$ cat config.mk
export PLATFORM = sky130hd
export DESIGN_NAME = mnrq_frac
export DESIGN_NICKNAME = d
export VERILOG_FILES = /design/src/rtl/mnrq_pkg.sv /design/src/rtl/mnrq_frac.sv
export SDC_FILE = /design/constraint.sdc
export NUM_CORES = 2
export LEC_CHECK = 0
export ABC_AREA = 1
export BUFFER_PORTS_ARGS = -buffer_cell sky130_fd_sc_hd__buf_2
export CORE_MARGIN = 8
export CORE_UTILIZATION = 45
export CTS_BUF_LIST = sky130_fd_sc_hd__clkbuf_2 sky130_fd_sc_hd__clkbuf_4 sky130_fd_sc_hd__clkbuf_8
export DETAILED_ROUTE_END_ITERATION = 12
export PLACE_DENSITY = 0.66
export SLEW_MARGIN = 40
export SYNTH_ARGS = -nofsm -noshare
export SYNTH_HDL_FRONTEND = slang
export SYNTH_SLANG_ARGS = --single-unit
$ cat constraint.sdc
create_clock -name clk_i -period 8.9 [get_ports clk_i]
set_input_delay 1.335 -clock clk_i [delete_from_list [all_inputs] [get_ports clk_i]]
set_output_delay 1.335 -clock clk_i [all_outputs]
set_load 0.005 [all_outputs]
$ cat src/rtl/mnrq_pkg.sv
// Shared types and constants of the MIDI note record quantiser.
package mnrq_pkg;

  localparam int unsigned EW = 27;   // width of the row period 10*rate*speed
  localparam int unsigned SW = 37;   // width of a + b*dr
  localparam int unsigned FB = 11;   // quotient bits of the fractional division
  localparam int unsigned RW = 9;    // width of a row count
  localparam int unsigned QB = 64;   // bits of the frame distance

  typedef enum logic [2:0] {
    CFG_FRAME_RATE    = 3'd0,
    CFG_VEL_TO_VOL    = 3'd1,
    CFG_ARMED_CHANNEL = 3'd2,
    CFG_CHANNEL_COUNT = 3'd3,
    CFG_PATTERN_COUNT = 3'd4
  } cfg_idx_e;

  typedef struct packed {
    logic [17:0] frame_rate;
    logic        vel_to_vol;
    logic [5:0]  armed_channel;
    logic [6:0]  channel_count;
    logic [8:0]  pattern_count;
  } cfg_t;

  typedef struct packed {
    logic          wv;
    logic          fb;
    logic [7:0]    fb_row;
    logic [7:0]    pat;
    logic [5:0]    chan;
    logic [6:0]    note;
    logic [6:0]    vol;
    logic          vv;
    logic [7:0]    row;
    logic [RW-1:0] rows;
    logic [9:0]    b;
    logic [EW-1:0] a;
    logic [EW-1:0] e;
    logic          neg;
  } side_t;

endpackage

$ cat src/rtl/mnrq_frac.sv
// Sign fix-up, fractional row division and the modulo-rows partial terms.
module mnrq_frac (
  input  logic                       clk_i,
  input  logic                       rst_ni,
  input  logic                       en_i,
  input  logic                       valid_i,
  input  mnrq_pkg::side_t            side_i,
  input  logic [mnrq_pkg::EW-1:0]    rem_i,
  input  logic [mnrq_pkg::RW-1:0]    qm_i,
  output logic                       valid_o,
  output mnrq_pkg::side_t            side_o,
  output logic [mnrq_pkg::RW-1:0]    rowm_o,
  output logic [mnrq_pkg::RW-1:0]    prodm_o,
  output logic [mnrq_pkg::RW-1:0]    fm_o
);

  localparam int unsigned EW = mnrq_pkg::EW;
  localparam int unsigned SW = mnrq_pkg::SW;
  localparam int unsigned RW = mnrq_pkg::RW;
  localparam int unsigned N  = mnrq_pkg::FB;

  logic            fx_v_q;
  mnrq_pkg::side_t fx_side_q;
  logic [EW-1:0]   fx_dr_q, dr_d;
  logic [RW-1:0]   fx_qmod_q, qmod_d;
  logic [RW:0]     qc;

  always_comb begin
    qc     = {1'b0, qm_i};
    dr_d   = rem_i;
    qmod_d = qm_i;
    if (side_i.neg) begin
      if (rem_i != '0) begin
        qc   = qc + 10'd1;
        dr_d = side_i.e - rem_i;
        if (qc == {1'b0, side_i.rows}) begin
          qc = '0;
        end
      end
      qmod_d = (qc == '0) ? '0 : RW'({1'b0, side_i.rows} - qc);
    end
  end

  always_ff @(posedge clk_i or negedge rst_ni) begin
    if (!rst_ni) begin
      fx_v_q <= 1'b0;
    end else if (en_i) begin
      fx_v_q <= valid_i;
    end
  end

  always_ff @(posedge clk_i) begin
    if (en_i) begin
      fx_side_q <= side_i;
      fx_dr_q   <= dr_d;
      fx_qmod_q <= qmod_d;
    end
  end

  logic            v_s    [N+1];
  mnrq_pkg::side_t side_s [N+1];
  logic [SW-1:0]   rem_s  [N+1];
  logic [RW-1:0]   qmod_s [N+1];
  logic [RW-1:0]   fm_s   [N+1];
  logic [RW-1:0]   pm_s   [N+1];
  logic [RW-1:0]   rm_s   [N+1];

  always_ff @(posedge clk_i or negedge rst_ni) begin
    if (!rst_ni) begin
      v_s[0] <= 1'b0;
    end else if (en_i) begin
      v_s[0] <= fx_v_q;
    end
  end

  always_ff @(posedge clk_i) begin
    if (en_i) begin
      side_s[0] <= fx_side_q;
      rem_s[0]  <= SW'(fx_side_q.a) + SW'(fx_side_q.b) * SW'(fx_dr_q);
      qmod_s[0] <= fx_qmod_q;
      fm_s[0]   <= '0;
      pm_s[0]   <= '0;
      rm_s[0]   <= '0;
    end
  end

  for (genvar j = 0; j < N; j++) begin : g_stage
    localparam int unsigned K = N - 1 - j;
    logic [SW:0]     sub;
    logic            ge;
    logic [SW-1:0]   rem_d;
    logic [RW:0]     f2, r2, rows1;
    logic [RW+1:0]   p2, rows2;
    logic [N-1:0]    bx, rx;
    logic [RW-1:0]   fm_d, pm_d, rm_d;

    always_comb begin
      sub   = (SW+1)'(side_s[j].e) << K;
      ge    = {1'b0, rem_s[j]} >= sub;
      rem_d = ge ? SW'({1'b0, rem_s[j]} - sub) : rem_s[j];
      rows1 = {1'b0, side_s[j].rows};
      rows2 = {1'b0, side_s[j].rows, 1'b0};
      bx    = N'(side_s[j].b);
      rx    = N'(side_s[j].row);
      f2    = {fm_s[j], ge};
      fm_d  = (f2 >= rows1) ? RW'(f2 - rows1) : RW'(f2);
      r2    = {rm_s[j], rx[K]};
      rm_d  = (r2 >= rows1) ? RW'(r2 - rows1) : RW'(r2);
      p2    = {1'b0, pm_s[j], 1'b0} + (bx[K] ? (RW+2)'(qmod_s[j]) : '0);
      if (p2 >= rows2) begin
        pm_d = RW'(p2 - rows2);
      end else if (p2 >= {1'b0, rows1}) begin
        pm_d = RW'(p2 - {1'b0, rows1});
      end else begin
        pm_d = RW'(p2);
      end
    end

    always_ff @(posedge clk_i or negedge rst_ni) begin
      if (!rst_ni) begin
        v_s[j+1] <= 1'b0;
      end else if (en_i) begin
        v_s[j+1] <= v_s[j];
      end
    end

    always_ff @(posedge clk_i) begin
      if (en_i) begin
        side_s[j+1] <= side_s[j];
        rem_s[j+1]  <= rem_d;
        qmod_s[j+1] <= qmod_s[j];
        fm_s[j+1]   <= fm_d;
        pm_s[j+1]   <= pm_d;
        rm_s[j+1]   <= rm_d;
      end
    end
  end

  assign valid_o = v_s[N];
  assign side_o  = side_s[N];
  assign rowm_o  = rm_s[N];
  assign prodm_o = pm_s[N];
  assign fm_o    = fm_s[N];

endmodule

======== Word level (Yosys, flattened, before mapping) ========
Memories as Yosys holds them, arrays and structs flattened.
Index checks and enable logic that the tools add are counted.
word-level totals
  register bits ........................... 170
  RAM bits ................................ 2328
  input bits .............................. 161
  output and inout bits ................... 149
  logic and storage cells ................. 237
  memories kept ........................... 6
operators by class
  $add $sub $neg .......................... 69
  $mul .................................... 1
  order comparisons ....................... 55
  equality and inequality tests ........... 1
  muxes and demuxes ....................... 74
  reduce and logical (&&, ||, !) cells .... 2
memory list
  memory  words  width  rd ports  clocked after Yosys merged registers in  wr ports  line             source
  side_s  12     121    12        0                                        12        mnrq_frac.sv:61  mnrq_pkg::side_t side_s [N+1];
  rem_s   12     37     11        0                                        12        mnrq_frac.sv:62  logic [SW-1:0] rem_s [N+1];
  fm_s    12     9      12        0                                        12        mnrq_frac.sv:64  logic [RW-1:0] fm_s [N+1];
  pm_s    12     9      12        0                                        12        mnrq_frac.sv:65  logic [RW-1:0] pm_s [N+1];
  qmod_s  12     9      11        0                                        12        mnrq_frac.sv:63  logic [RW-1:0] qmod_s [N+1];
  rm_s    12     9      12        0                                        12        mnrq_frac.sv:66  logic [RW-1:0] rm_s [N+1];
operator list
  cell              count
  $mux W9           56
  $mux W37          11
  $sub A9 B9 Y9     45
  $ge A10 B9 Y1     23
  $add A10 B9 Y11   10
  $ge A11 B10 Y1    10
  $ge A11 B9 Y1     10
  $mux W27          2
  $add A27 B37 Y37  1
  $ge A37 B27 Y1    1
  $ge A37 B28 Y1    1
  $ge A37 B29 Y1    1
  $ge A37 B30 Y1    1
  $ge A37 B31 Y1    1
  $ge A37 B32 Y1    1
  $ge A37 B33 Y1    1
  $ge A37 B34 Y1    1
  $ge A37 B35 Y1    1
  $ge A37 B36 Y1    1
  $ge A37 B37 Y1    1
  $mul A10 B27 Y37  1
  $sub A37 B27 Y37  1
  $sub A37 B28 Y37  1
  $sub A37 B29 Y37  1
  16 further kinds  19

======== Depth between registers and ports, before layout ========
  depth in word-level cells ............... 8
  gate-level depth with buffers ........... 26

======== Least setup slack after synthesis ========
No wires, ideal clock.
  path kind ............................... register to register
  start ................................... register fx_side_q[58] (netlist name)
  end ..................................... memory rem_s[0][24], data pin
  setup time .............................. 0.258 ns
  data arrival time ....................... 5.161 ns
  slack ................................... 3.480 ns
  cell stages (with the launch flop) ...... 21
  clock period less this slack ............ 5.420 ns
  cell sequence ........................... edfxtp_1 > clkbuf_1 > clkbuf_1 > nand2_1 > fa_1 > inv_1 > fa_1 > inv_1 > fa_1 > inv_1 > fa_1 > inv_1 > fa_1 > inv_1 > ha_1 > nand2_1 > o21ai_0 > a21oi_1 > o21ai_0 > a21oi_1 > xnor2_1
RTL lines
  element                 line             source
  start, declared         mnrq_frac.sv:23  mnrq_pkg::side_t fx_side_q;
  start signal, assigned  mnrq_frac.sv:54  fx_side_q <= side_i;
  end, declared           mnrq_frac.sv:62

==> out/results.tsv <==
stage	metric	value	unit
layout	final_area	144000	um^2
grt	grt_antenna_before_repair	19	
job	drv_cap	0	
pwr	combPwrFrac	48.2	%
detailed_routing	dr.pass1.iters	8	
detailed_routing	vias	84800	
synthesis	synthFlopType	edfxtp_1	
layout	area_delta_synth_final	10.6	%
clocking	cts_root_buf	clkbuf_8	
clocking	post_cts_resized	0	
clocking	htreeDepth	5	
synthesis	yosysUniqueCellTypes	64	
grt	use_met1	23.5	%
sta	fin_crit_sh	65.6	%
layout	postLayoutCoreUtil	50.0	%
pwr	p_clk_share	19.4	%
synthesis	syn_nets	13600	
pwr	swShare	41.2	%
synthesis	synth.top_cell.area_share	55.6	%
detailed_routing	drc	0	
synthesis	synth-edff-count	2412	
worst_setup_path	required	9.74	ns
clocking	cts_inserted_buffers	408	
pwr	p_int	31.2	mW
sta	slew-limit-headroom	42.2	%
worst_setup_path	startpoint_type	register	
detailed_routing	ant_nets	0	
floorplanning	dieWidth	554	um
detailed_routing	wl	303000	um
synthesis	ys_seq_area_share	55.9	%
floorplanning	design.die.area	307000	um^2
grt	grt_pass1_wl	468000	um
pwr	vdd_drop_max	0.444	mV
sta	fmax	171	MHz
clocking	clock_sinks	2425	
floorplanning	io-pin-count	310	
grt	grt-ovfl-total	0	
detailed_routing	drt_iter0_drc	5352	
detailed_routing	via_per_inst	5.03	
sta	rsz0062_at_grt	no	
clocking	post-cts-setup-buffers	0	
floorplanning	die_h	554	um
synthesis	netlist_instances	12300	
floorplanning	core_area	288000	um^2
worst_setup_path	critPathBufInv	6	
worst_setup_path	path_cells	buf_4 > nand2_1 > fa_1 > inv_1 > fa_1 > inv_1 > fa_1 > inv_1 > fa_1 > inv_1 > fa_1 > inv_1 > ha_1 > nand2_1 > o21ai_0 > a21oi_1 > o21ai_0 > a21oi_1 > xnor2_1	
layout	fin_nets	14000	
floorplanning	initial_utilization	45.2	%
synthesis	yosys_warnings	0	
synthesis	synth_seq_cells	2425	
sta	fin_setup_tns	0	ns
hold_path	hold_path_class	in -> async	
sta	whs	0.194	ns
synthesis	yosys-top-cells-area	edfxtp_1 56%, ha_1 8.2%, nand2_1 7.6%	
grt	grt_use_met3	2.90	%
worst_setup_path	cp_top_family	adder cells	
detailed_routing	wl_per_cell	18.0	um
pwr	leakage	61.5	nW
synthesis	ys_async_sr_fraction	0.536	%
sta	clock_skew	0.0990	ns
status	status	finished clean	
worst_setup_path	crit_type	reg -> reg	
sta	finalSetupViolations	0	
grt	grt_util_all_layers	19.2	%
worst_setup_path	arrival	6.68	ns
synthesis	syn-cell-area	130000	um^2
clocking	cts_tree	yes	
grt	grt_max_degree	175	
sta	finalMaxSlewViolations	0	
synthesis	yosys.area.top_type	edfxtp_1	
sta	finalHoldViolCount	0	
clocking	insertion_delay	1.09	ns
floorplanning	row_count	197	
pwr	p_seq_share	32.5	%
pwr	p_sw	21.9	mW
placement	gp_congestion	0.948	
clocking	clk_pin_slew	0.06	ns
grt	grt-busiest-layer	met2	
clocking	clk_path_buf_depth	4	
worst_setup_path	critPathCaptureType	register	
worst_setup_path	path_max_fanout	14	
clocking	ctsHoldBuffers	0	
sta	period_minus_slack	5.84	ns
pwr	cellPowerDensity	369	nW/um^2
layout	drive_above_1_share	8.65	%
worst_setup_path	max_stage_delay	0.58	ns
placement	portBuffers	309	
grt	use_met2	33.7	%
grt	grt_pass1_vias	85000	
sta	tightest_slew	0.868	ns
placement	hpwl	233000	um
synthesis	synth.avg_cell_area	10.6	um^2
placement	placed_area	135000	um^2
worst_setup_path	cp_slowest_cell	edfxtp_1	
pwr	p_total	53.2	mW
-- per-layer routing --
metal	wire, um	part of all wire, %
met5	13	0.0043
met4	14300	4.7
met3	13500	4.5
met2	147000	49
met1	128000	42
-- cells in the final DEF, fill, tap and decap left out, types with 9 or more instances in the layout --
master	count
a211oi_1	41
a21boi_0	35
a21o_1	59
a21oi_1	841
a221oi_1	14
a31oi_1	48
buf_12	13
buf_2	308
buf_4	45
bufinv_16	31
clkbuf_4	112
clkbuf_8	411
clkinv_1	100
clkinv_2	56
clkinvlp_4	17
dfrtp_1	13
diode_2	13
edfxtp_1	2412
fa_1	287
ha_1	851
inv_1	1705
nand2_1	2623
nand2_2	9
nand3_1	389
nand3b_1	23
nand4_1	123
nor2_1	748
nor2_2	12
nor3_1	124
nor4_1	49
o211ai_1	45
o21a_1	19
o21ai_0	631
o21ai_1	65
o21bai_1	52
or2_2	45
xnor2_1	291
xor2_1	315
-- kinds of logic after synthesis --
group	synth area share [%]
AOI/OAI and AO/OA	8.02
and+or+nand+nor	13.1
DFF	55.9
muxes	0.00865
xor gates and xnor gates	4.08
adders and majority gates	12.6
buffers and inverters	6.31
-- state kept, by name (all words and copies together) (netlist names) --
name / count
fm_s: 99
fx_dr_q: 27
fx_qmod_q: 9
fx_side_q: 121
fx_v_q: 1
pm_s: 99
qmod_s: 99
rem_s: 407
rm_s: 99
side_s: 1452
v_s: 11
valid_o: 1
-- through the flow --
step,worst slack [ns],instances
2_1_floorplan,3.48,12300
3_3_place_gp,2.86,16100
3_5_place_dp,2.96,16100
4_1_cts,3.01,16900
5_1_grt,2.64,16900
6_report,3.06,16900
-- cells in the mapped netlist (all sizes together), types with 48 or more instances --
master	count
o21bai	53
nor4	50
clkbuf	114
inv	1717
ha	851
xnor2	291
edfxtp	2412
nor3	126
nor2	763
nand2	2632
buf	188
a21o	59
xor2	315
o21ai	700
o211ai	49
a21oi	844
nand4	123
nand3	394
fa	287
a31oi	48
-- layout make-up --
class	count	area (um^2)
clock buffers	523	6500
well taps	3781	4730
diodes	13	32.5
inverters	1726	6490
multi-input cells	7809	49200
clock inverters	216	1990
flip-flops and latches	2425	72800
repair buffers	374	2310
fillers	26100	144000
-- worst paths after layout --
check | depth (start not counted) | slack [ns] | to | startpoint
min | 1 | 0.19 | v_s[11] | rst_ni
min in group clk_i | 0 | 0.39 | side_s[1][90] | side_s[0][453]
max | 19 | 3.06 | rem_s[0][24] | fx_side_q[57]
max in group asynchronous | 1 | 8.48 | v_s[5] | rst_ni
min reg2reg | 0 | 0.39 | side_s[1][90] | side_s[0][453]
max reg2reg | 19 | 3.06 | rem_s[0][24] | fx_side_q[57]
-- power groups by stage --
stage	Sequential, mW	Combinational [mW]	Clock, mW
final	17.3	25.6	10.3
after global routing	17.5	29.2	11.2
after CTS	17.3	25.6	10.7
after detailed placement	17.5	25.5	0
after global placement	17.5	25.4	0
after floorplan	16.8	19.5	0
Power figures use the tool's default switching activity.
