[src/rtl/mnrq_pkg.sv]
// Shared types and constants of the MIDI note record quantiser.
package mnrq_pkg;

  localparam int unsigned EW = 27;   // width of the row period 10*rate*speed
  localparam int unsigned SW = 37;   // width of a + b*dr
  localparam int unsigned FB = 11;   // quotient bits of the fractional division
  localparam int unsigned RW = 9;    // width of a row count
  localparam int unsigned QB = 64;   // bits of the frame distance

  typedef enum logic [2:0] {
    CFG_FRAME_RATE    = 3'd0,
    CFG_VEL_TO_VOL    = 3'd1,
    CFG_ARMED_CHANNEL = 3'd2,
    CFG_CHANNEL_COUNT = 3'd3,
    CFG_PATTERN_COUNT = 3'd4
  } cfg_idx_e;

  typedef struct packed {
    logic [17:0] frame_rate;
    logic        vel_to_vol;
    logic [5:0]  armed_channel;
    logic [6:0]  channel_count;
    logic [8:0]  pattern_count;
  } cfg_t;

  typedef struct packed {
    logic          wv;
    logic          fb;
    logic [7:0]    fb_row;
    logic [7:0]    pat;
    logic [5:0]    chan;
    logic [6:0]    note;
    logic [6:0]    vol;
    logic          vv;
    logic [7:0]    row;
    logic [RW-1:0] rows;
    logic [9:0]    b;
    logic [EW-1:0] a;
    logic [EW-1:0] e;
    logic          neg;
  } side_t;

endpackage

[src/rtl/mnrq_ifs.sv]
// Request and result channel interfaces of the MIDI note record quantiser.
interface mnrq_rec_if;
  logic       valid;
  logic       ready;
  logic [6:0] midi_key;
  logic [6:0] key_velocity;
  logic [63:0] event_frame;
  logic [63:0] anchor_frame;
  logic       playing;
  logic [7:0] transport_row;
  logic [4:0] transport_tick;
  logic [4:0] ticks_per_row;
  logic [7:0] tempo_bpm;
  logic [8:0] rows_in_pattern;
  logic [7:0] pattern_number;

  modport source (
    output valid, midi_key, key_velocity, event_frame, anchor_frame, playing,
           transport_row, transport_tick, ticks_per_row, tempo_bpm,
           rows_in_pattern, pattern_number,
    input  ready
  );
  modport sink (
    input  valid, midi_key, key_velocity, event_frame, anchor_frame, playing,
           transport_row, transport_tick, ticks_per_row, tempo_bpm,
           rows_in_pattern, pattern_number,
    output ready
  );
endinterface


[src/rtl/mnrq_front.sv]
// Entry stage: clamps, note, volume, frame distance and row period.
module mnrq_front #(
  parameter int unsigned MAX_NOTE = 96,
  parameter int unsigned MAX_ROWS = 256
) (
  input  logic                 clk_i,
  input  logic                 rst_ni,
  input  logic                 en_i,
  input  mnrq_pkg::cfg_t       cfg_i,
  mnrq_rec_if.sink             rec,
  output logic                 valid_o,
  output mnrq_pkg::side_t      side_o,
  output logic [63:0]          mag_o
);

  mnrq_pkg::side_t side_d, side_q;
  logic [63:0] mag_d, mag_q, span;
  logic        valid_q;
  logic [8:0]  rows_sat, pc;
  logic [6:0]  cc, nt;
  logic [12:0] y;
  logic [20:0] prod;
  logic [6:0]  q0, q;
  logic [13:0] chk;
  logic [22:0] rs, rt;

  assign rec.ready = en_i;

  always_comb begin
    rows_sat = (32'(rec.rows_in_pattern) > 32'(MAX_ROWS)) ? 9'(MAX_ROWS)
                                                          : rec.rows_in_pattern;
    pc = (cfg_i.pattern_count == 9'd0) ? 9'd1 : cfg_i.pattern_count;
    cc = (cfg_i.channel_count == 7'd0) ? 7'd1 : cfg_i.channel_count;
    nt = (rec.midi_key < 7'd12) ? 7'd1 : rec.midi_key - 7'd11;
    if (nt > 7'(MAX_NOTE)) begin
      nt = 7'(MAX_NOTE);
    end
    y    = {rec.key_velocity, 6'h3f};
    prod = 21'(y) * 21'd129;
    q0   = prod[20:14];
    chk  = 14'(y) - 14'(q0) * 14'd127;
    q    = (chk >= 14'd127) ? q0 + 7'd1 : q0;
    if (q > 7'd64) begin
      q = 7'd64;
    end
    rs   = 23'(cfg_i.frame_rate) * 23'(rec.ticks_per_row);
    rt   = 23'(cfg_i.frame_rate) * 23'(rec.transport_tick);
    span = rec.event_frame - rec.anchor_frame;

    side_d.wv     = rec.playing && (rows_sat != 9'd0);
    side_d.fb     = (rec.ticks_per_row == 5'd0) || (rec.tempo_bpm == 8'd0) ||
                    (cfg_i.frame_rate == 18'd0);
    side_d.fb_row = ({1'b0, rec.transport_row} < rows_sat) ? rec.transport_row
                                                             : 8'(rows_sat - 9'd1);
    side_d.pat    = ({1'b0, rec.pattern_number} > pc - 9'd1) ? 8'(pc - 9'd1)
                                                              : rec.pattern_number;
    side_d.chan   = ({1'b0, cfg_i.armed_channel} > cc - 7'd1) ? 6'(cc - 7'd1)
                                                               : cfg_i.armed_channel;
    side_d.note   = nt;
    side_d.vol    = cfg_i.vel_to_vol ? q : 7'd0;
    side_d.vv     = cfg_i.vel_to_vol;
    side_d.row    = rec.transport_row;
    side_d.rows   = rows_sat;
    side_d.b      = {rec.tempo_bpm, 2'b00};
    side_d.e      = (27'(rs) << 3) + (27'(rs) << 1);
    side_d.a      = (27'(rt) << 3) + (27'(rt) << 1) + (27'(rs) << 2) + 27'(rs);
    side_d.neg    = span[63];
    mag_d         = span[63] ? (~span + 64'd1) : span;
    if (!side_d.wv) begin
      side_d.fb_row = '0;
      side_d.pat    = '0;
      side_d.chan   = '0;
      side_d.note   = '0;
      side_d.vol    = '0;
      side_d.vv     = 1'b0;
    end
  end

  always_ff @(posedge clk_i or negedge rst_ni) begin
    if (!rst_ni) begin
      valid_q <= 1'b0;
    end else if (en_i) begin
      valid_q <= rec.valid;
    end
  end

  always_ff @(posedge clk_i) begin
    if (en_i) begin
      side_q <= side_d;
      mag_q  <= mag_d;
    end
  end

  assign valid_o = valid_q;
  assign side_o  = side_q;
  assign mag_o   = mag_q;

endmodule

[src/flat_wrapper.sv]
// flat-port wrapper written by rule: the top's interface ports become plain ports
module mnrq_front_flat 
#(
  parameter int unsigned MAX_NOTE = 96,
  parameter int unsigned MAX_ROWS = 256
)
  (clk_i, rst_ni, en_i, cfg_i, valid_o, side_o, mag_o, rec_valid, rec_midi_key, rec_key_velocity, rec_event_frame, rec_anchor_frame, rec_playing, rec_transport_row, rec_transport_tick, rec_ticks_per_row, rec_tempo_bpm, rec_rows_in_pattern, rec_pattern_number, rec_ready);
  mnrq_rec_if rec_i ();
  input  logic clk_i;
  input  logic rst_ni;
  input  logic en_i;
  input  mnrq_pkg::cfg_t cfg_i;
  output logic valid_o;
  output mnrq_pkg::side_t side_o;
  output logic [63:0] mag_o;
  input wire logic [$bits(rec_i.valid)-1:0] rec_valid;
  input wire logic [$bits(rec_i.midi_key)-1:0] rec_midi_key;
  input wire logic [$bits(rec_i.key_velocity)-1:0] rec_key_velocity;
  input wire logic [$bits(rec_i.event_frame)-1:0] rec_event_frame;
  input wire logic [$bits(rec_i.anchor_frame)-1:0] rec_anchor_frame;
  input wire logic [$bits(rec_i.playing)-1:0] rec_playing;
  input wire logic [$bits(rec_i.transport_row)-1:0] rec_transport_row;
  input wire logic [$bits(rec_i.transport_tick)-1:0] rec_transport_tick;
  input wire logic [$bits(rec_i.ticks_per_row)-1:0] rec_ticks_per_row;
  input wire logic [$bits(rec_i.tempo_bpm)-1:0] rec_tempo_bpm;
  input wire logic [$bits(rec_i.rows_in_pattern)-1:0] rec_rows_in_pattern;
  input wire logic [$bits(rec_i.pattern_number)-1:0] rec_pattern_number;
  output wire logic [$bits(rec_i.ready)-1:0] rec_ready;
  assign rec_i.valid = rec_valid;
  assign rec_i.midi_key = rec_midi_key;
  assign rec_i.key_velocity = rec_key_velocity;
  assign rec_i.event_frame = rec_event_frame;
  assign rec_i.anchor_frame = rec_anchor_frame;
  assign rec_i.playing = rec_playing;
  assign rec_i.transport_row = rec_transport_row;
  assign rec_i.transport_tick = rec_transport_tick;
  assign rec_i.ticks_per_row = rec_ticks_per_row;
  assign rec_i.tempo_bpm = rec_tempo_bpm;
  assign rec_i.rows_in_pattern = rec_rows_in_pattern;
  assign rec_i.pattern_number = rec_pattern_number;
  assign rec_ready = rec_i.ready;
  mnrq_front #(.MAX_NOTE(MAX_NOTE), .MAX_ROWS(MAX_ROWS)) u_core (.clk_i(clk_i), .rst_ni(rst_ni), .en_i(en_i), .cfg_i(cfg_i), .rec(rec_i), .valid_o(valid_o), .side_o(side_o), .mag_o(mag_o));
endmodule
[config.mk]
export PLATFORM = sky130hd
export DESIGN_NAME = mnrq_front_flat
export DESIGN_NICKNAME = d
export VERILOG_FILES = /design/src/rtl/mnrq_pkg.sv /design/src/rtl/mnrq_ifs.sv /design/src/rtl/mnrq_front.sv /design/src/flat_wrapper.sv
export SDC_FILE = /design/constraint.sdc
export NUM_CORES = 1
export LEC_CHECK = 0
export BUFFER_PORTS_ARGS = -buffer_cell sky130_fd_sc_hd__buf_2
export CAP_MARGIN = 10
export CORE_ASPECT_RATIO = 0.6
export CORE_MARGIN = 4
export CORE_UTILIZATION = 59
export DETAILED_ROUTE_END_ITERATION = 8
export GPL_TIMING_DRIVEN = 1
export PLACE_DENSITY = 0.84
export SETUP_SLACK_MARGIN = 0.4
export SLEW_MARGIN = 30
export SYNTH_ARGS = -nofsm -noshare
export SYNTH_HDL_FRONTEND = slang
export SYNTH_SLANG_ARGS = --single-unit
[constraint.sdc]
create_clock -name clk_i -period 0.88 [get_ports clk_i]
set_input_delay 0.22 -clock clk_i [delete_from_list [all_inputs] [get_ports clk_i]]
set_output_delay 0.22 -clock clk_i [all_outputs]
set_load 0.01 [all_outputs]
==> results.yml, run 1 <==
synth:
  instance_count_of_the_mapped_netlist: 2641
  yosys-top-cells-area: "sky130_fd_sc_hd__edfxtp_1 (23%), sky130_fd_sc_hd__fa_1 (14%), sky130_fd_sc_hd__ha_1 (13%)"
  yosys.area_share.xor_xnor: 0.0761
  asyncSetResetFlopFracSynth: 0.00549
  syn-cell-area_um2: 23600
  netlist.top_cell.by_area: "sky130_fd_sc_hd__edfxtp_1"
  yosys_most_used_dff: "sky130_fd_sc_hd__edfxtp_1"
  combinational_family_with_the_most_area_after_synthesis: "adder cells"
  post_synthesis_share_of_cell_area_spent_on_and_or_nand_and_nor_gates: 0.185
  synthAdderAreaFrac: 0.275
  post_synth.cell_area_avg_um2: 8.92
  yosysTopAreaCellShare: 0.231
  yosys-mux-area-fraction: 0.00605
  synth-compound-area-share: 0.164
  synth.ff_latch_count: 182
  post_synth_edffs: 181
  ys_types: 96
  yosysWarnings: 0
  synth_seq_area_share: 0.232
place:
  place_inst: 4319
  place_congestion: 1.09
  port_buffers: 414
  dp_hpwl_um: 82200
clock_network:
  ctsHtreeMaxLevel: 4
  clk_root_buffer_cell: "sky130_fd_sc_hd__clkbuf_16"
  ctsLongestPathBuffers: 2
  cts.sink_count: 182
  tritoncts.num_buffers: 17
status:
  error_message: "[ERROR GRT-0116] Global routing finished with congestion. Check the congestion regions in the DRC Viewer."
  haltStage: "global routing (5_1_grt)"
  run_status: "aborted with a tool error"
die:
  io-pin-count: 418
  die_x_um: 266
  floorplan.die.height_um: 163
  initial_core_util: 0.601
  rows: 56
grt:
  grt_pass1_wl_um: 290000
  gr-usage-all-layers: 0.885
  grt_max_degree: 23
  grt-ovfl-total: 314
  first_global_vias: 41000
==> logic make-up after synthesis <==
group,after synthesis
AND/OR/NAND/NOR,859
AO/OA/AOI/OAI,584
adder cells (fa/ha/maj),418
buffers and inverters,379
XOR/XNOR,204
flip-flops,182
multiplexers,14
other,1
==> through the flow <==
| stage | setup WS, ns | util | cell area (µm²) |
|---|---|---|---|
| after floorplan | -5.50 | - | 25600 |
| after global placement | -5.82 | 0.867 | 34000 |
| after detailed placement | -6.33 | 0.867 | 34000 |
| after CTS | -5.38 | 0.960 | 37700 |
==> repair_timing <==
action | in CTS
gates resized for setup | 457
pin swaps | 195
endpoints found under the hold margin | 11
hold buffers | 1
cloned | 7
endpoints found under the setup margin | 486
buffers inserted | 91
==> synthesized netlist by cell type, drive strengths merged (24+ instances only) <==
cell type,count
nand3,48
clkbuf,70
nand2,241
o21ai,117
inv,297
edfxtp,181
a211oi,31
nor3,63
and2,134
nand4,30
fa,167
nor2,174
o21a,36
xnor2,140
nand2b,28
xor2,64
a21o,58
or3,24
ha,250
a21oi,173
==> metal layers <==
layer,GRT usage,overflow
met1,0.869,47
met3,0.825,20
met5,0.636,2
met4,0.877,114
met2,0.978,131
==> run 2, diff against run 1 <==
--- a/config.mk
+++ b/config.mk
@@ -7,13 +7,11 @@
 export LEC_CHECK = 0
 export BUFFER_PORTS_ARGS = -buffer_cell sky130_fd_sc_hd__buf_2
 export CAP_MARGIN = 10
-export CORE_ASPECT_RATIO = 0.6
 export CORE_MARGIN = 4
-export CORE_UTILIZATION = 59
+export CORE_UTILIZATION = 40
 export DETAILED_ROUTE_END_ITERATION = 8
 export GPL_TIMING_DRIVEN = 1
-export PLACE_DENSITY = 0.84
-export SETUP_SLACK_MARGIN = 0.4
+export PLACE_DENSITY_LB_ADDON = 0.15
 export SLEW_MARGIN = 30
 export SYNTH_ARGS = -nofsm -noshare
 export SYNTH_HDL_FRONTEND = slang
==> run 2 against run 1 <==
Net effect: the flow now finishes, with violations (setup timing); area after synthesis unchanged; synthesized cell count stayed put.
==> results.yml, run 2 <==
clock_network:
  clkLatencyLatePin_ns: 0.50
  clk_root_buffer_cell: "sky130_fd_sc_hd__clkbuf_16"
  tritoncts.num_buffers: 17
  cts.sink_count: 182
  ctsHtreeMaxLevel: 4
  cts_tree: "yes"
  ctsLongestPathBuffers: 2
  path_clk_slew_ns: 0.09
synth:
  yosysWarnings: 0
  yosys-top-cells-area: "sky130_fd_sc_hd__edfxtp_1 (23%), sky130_fd_sc_hd__fa_1 (14%), sky130_fd_sc_hd__ha_1 (13%)"
  netlist.top_cell.by_area: "sky130_fd_sc_hd__edfxtp_1"
  post_synth.cell_area_avg_um2: 8.92
  synth_seq_area_share: 0.232
  ys_types: 96
  instance_count_of_the_mapped_netlist: 2641
  synth_top_cells_by_count: "sky130_fd_sc_hd__inv_1 (297), sky130_fd_sc_hd__ha_1 (250), sky130_fd_sc_hd__nand2_1 (240), sky130_fd_sc_hd__edfxtp_1 (181)"
  asyncSetResetFlopFracSynth: 0.00549
  yosysTopAreaCellShare: 0.231
  yosys_most_used_dff: "sky130_fd_sc_hd__edfxtp_1"
  synthMostInstantiatedCell: "sky130_fd_sc_hd__inv_1"
  synth.ff_latch_count: 182
  post_synth_edffs: 181
  syn-cell-area_um2: 23600
sta:
  timing.slew.headroom: 0.520
  grt_setup_unrepaired: "yes"
  report.final.setup_viol: 337
  max_slew.worst_pin.slew_ns: 0.702
  final.period_utilization: 7.13
  maxSlewViolCount: 0
  finalHoldWorstSlack_ns: 0.0554
  hold_viol_final: 0
  final.setup_skew_ns: 0
  final_worst_slack_ns: -5.40
  min_period_ns: 6.28
  maxClockFrequency_mhz: 159
die:
  initial_core_util: 0.406
  die_x_um: 251
  area_of_the_die_um2: 62900
  core_um2: 58000
  floorplan.die.height_um: 251
  rows: 88
  io-pin-count: 418
routing:
  detailroute.via_count: 24600
  route.detailed.vias_per_inst: 5.19
  drt_pass1_iterations: 5
  route.antenna.remaining_nets: 0
  drt-initial-drc-count: 1229
  wirelength_per_cell_um: 18.6
  wl_um: 88100
  drt_drc_violations_left: 0
finish:
  post_route_cells_drive_above_1_share: 0.499
  post-route-util: 0.677
  fill_cells: 4591
  multiInputGateArea_um2: 20700
  nNetsFinal: 4608
  most_frequent_cells_in_the_layout: "sky130_fd_sc_hd__buf_4 (835), sky130_fd_sc_hd__buf_2 (359), sky130_fd_sc_hd__inv_1 (261)"
  seq_area_um2: 5460
  syn_to_final_growth_pct: 66.7
  layout.cells.most_common: "sky130_fd_sc_hd__buf_4"
  largest_register_ff_count: 117
grt:
  grt_max_degree: 44
  grt-ovfl-total: 0
  first_global_vias: 25400
  grt_pass1_wl_um: 134000
  grt_antenna_before_repair: 7
  gr-usage-all-layers: 0.266
job:
  timing.max_cap.violations: 0
setup_path:
  cp_top_family: "adder cells"
  cp_slowest_stage_delay_ns: 0.52
  critPathCaptureType: "flip-flop"
  cp.arrival_ns: 6.54
  worstPathBufferInverterCount: 6
  cp_common_cell: "sky130_fd_sc_hd__ha_4"
  cp_data_required_time_ns: 1.14
  start_kind: "input port"
  crit_slowest_cell: "sky130_fd_sc_hd__fa_1"
  crit_fanout: 4
  crit_type: "input port to flip-flop"
place:
  place_congestion: 0.936
  port_buffers: 414
  dp_hpwl_um: 70900
power:
  power.ir.vdd_worst_uv: 8390
  p_leak_nw: 18.3
  fin_total_pwr_mw: 195
  powerDensity_nw_per_um2: 4970
status:
  run_status: "complete, but fails checks"
  violations: "setup timing"
worst_hold_path:
  worstHoldPathType: "input port to flip-flop"
run 2: cell counts after synthesis:
No cell type changed its count.
run 2: where the power goes:
group          internal [mW]  switching [mW]  total, mW  leakage (nW)
combinational           89.2            80.7        170          16.2
sequential              15.3            1.14       16.5          1.77
clock                   4.07            4.83       8.90         0.315
total                    109            86.7        195          18.3
run 2: cell families after synthesis:
kind of cell / share of synthesized area
compound gates: 0.164
xor+xnor: 0.0761
simple gates: 0.185
fa+ha+maj: 0.275
buf+inv: 0.0615
mux: 0.00605
flops: 0.232
other cells: 0.000159
run 2: worst paths after layout:
kind | slack, ns | cells after the start | end | start
min in group asynchronous | 0.53 | 3 | u_core.valid_o$_DFFE_PN0P_ | rst_ni
worst min register to register | 0.51 | 1 | u_core.valid_o$_DFFE_PN0P_ | u_core.valid_o$_DFFE_PN0P_
worst max register to register | 0.14 | 1 | u_core.valid_o$_DFFE_PN0P_ | u_core.valid_o$_DFFE_PN0P_
worst max-delay path | -5.40 | 31 | u_core.side_o[83]$_SDFFCE_PP0P_ | rec_key_velocity[3]
worst min-delay path | 0.06 | 2 | u_core.side_o[75]$_DFFE_PP_ | rec_transport_row[1]
max in group asynchronous | 0.25 | 3 | u_core.valid_o$_DFFE_PN0P_ | rst_ni
run 2: final cells by class:
cell class / instances / area share
Antenna cell: 3 / 0.000191
Inverter: 298 / 0.0298
Multi-Input combinational cell: 2083 / 0.527
Clock buffer: 17 / 0.0108
Tap cell: 765 / 0.0244
Clock inverter: 15 / 0.00557
Timing Repair Buffer: 1378 / 0.264
Sequential cell: 182 / 0.139
run 2: what timing repair did:
item / 4_1_cts / 5_1_grt
hold endpoints to repair: 17 / 0
setup buffers: 62 / 62
hold buffers: 18 / 0
pin swaps: 186 / 167
endpoints found under the setup margin: 336 / 337
gates resized for setup: 322 / 332
cloned: 0 / 6
run 2: metrics by stage:
step	setup slack, ns	TNS (ns)	instance area (µm²)	cells
2_1_floorplan	-5.50	-464.59	25600	2643
3_3_place_gp	-5.84	-573.52	34500	4589
3_5_place_dp	-5.92	-581.11	34500	4589
4_1_cts	-5.26	-511.86	37200	4685
5_1_grt	-5.63	-534.91	39300	4741
6_report	-5.40	-509.54	39300	4741
run 2: metal layers:
layer / vias up / wire length [µm] / GRT usage
met1: 12000 / 37200 / 0.344
met5: - / 14 / 0
met4: 4 / 2440 / 0.0785
met2: 659 / 43700 / 0.461
met3: 124 / 4740 / 0.0422
li1: 11800 / - / -
(Power assumes the default switching activity.)
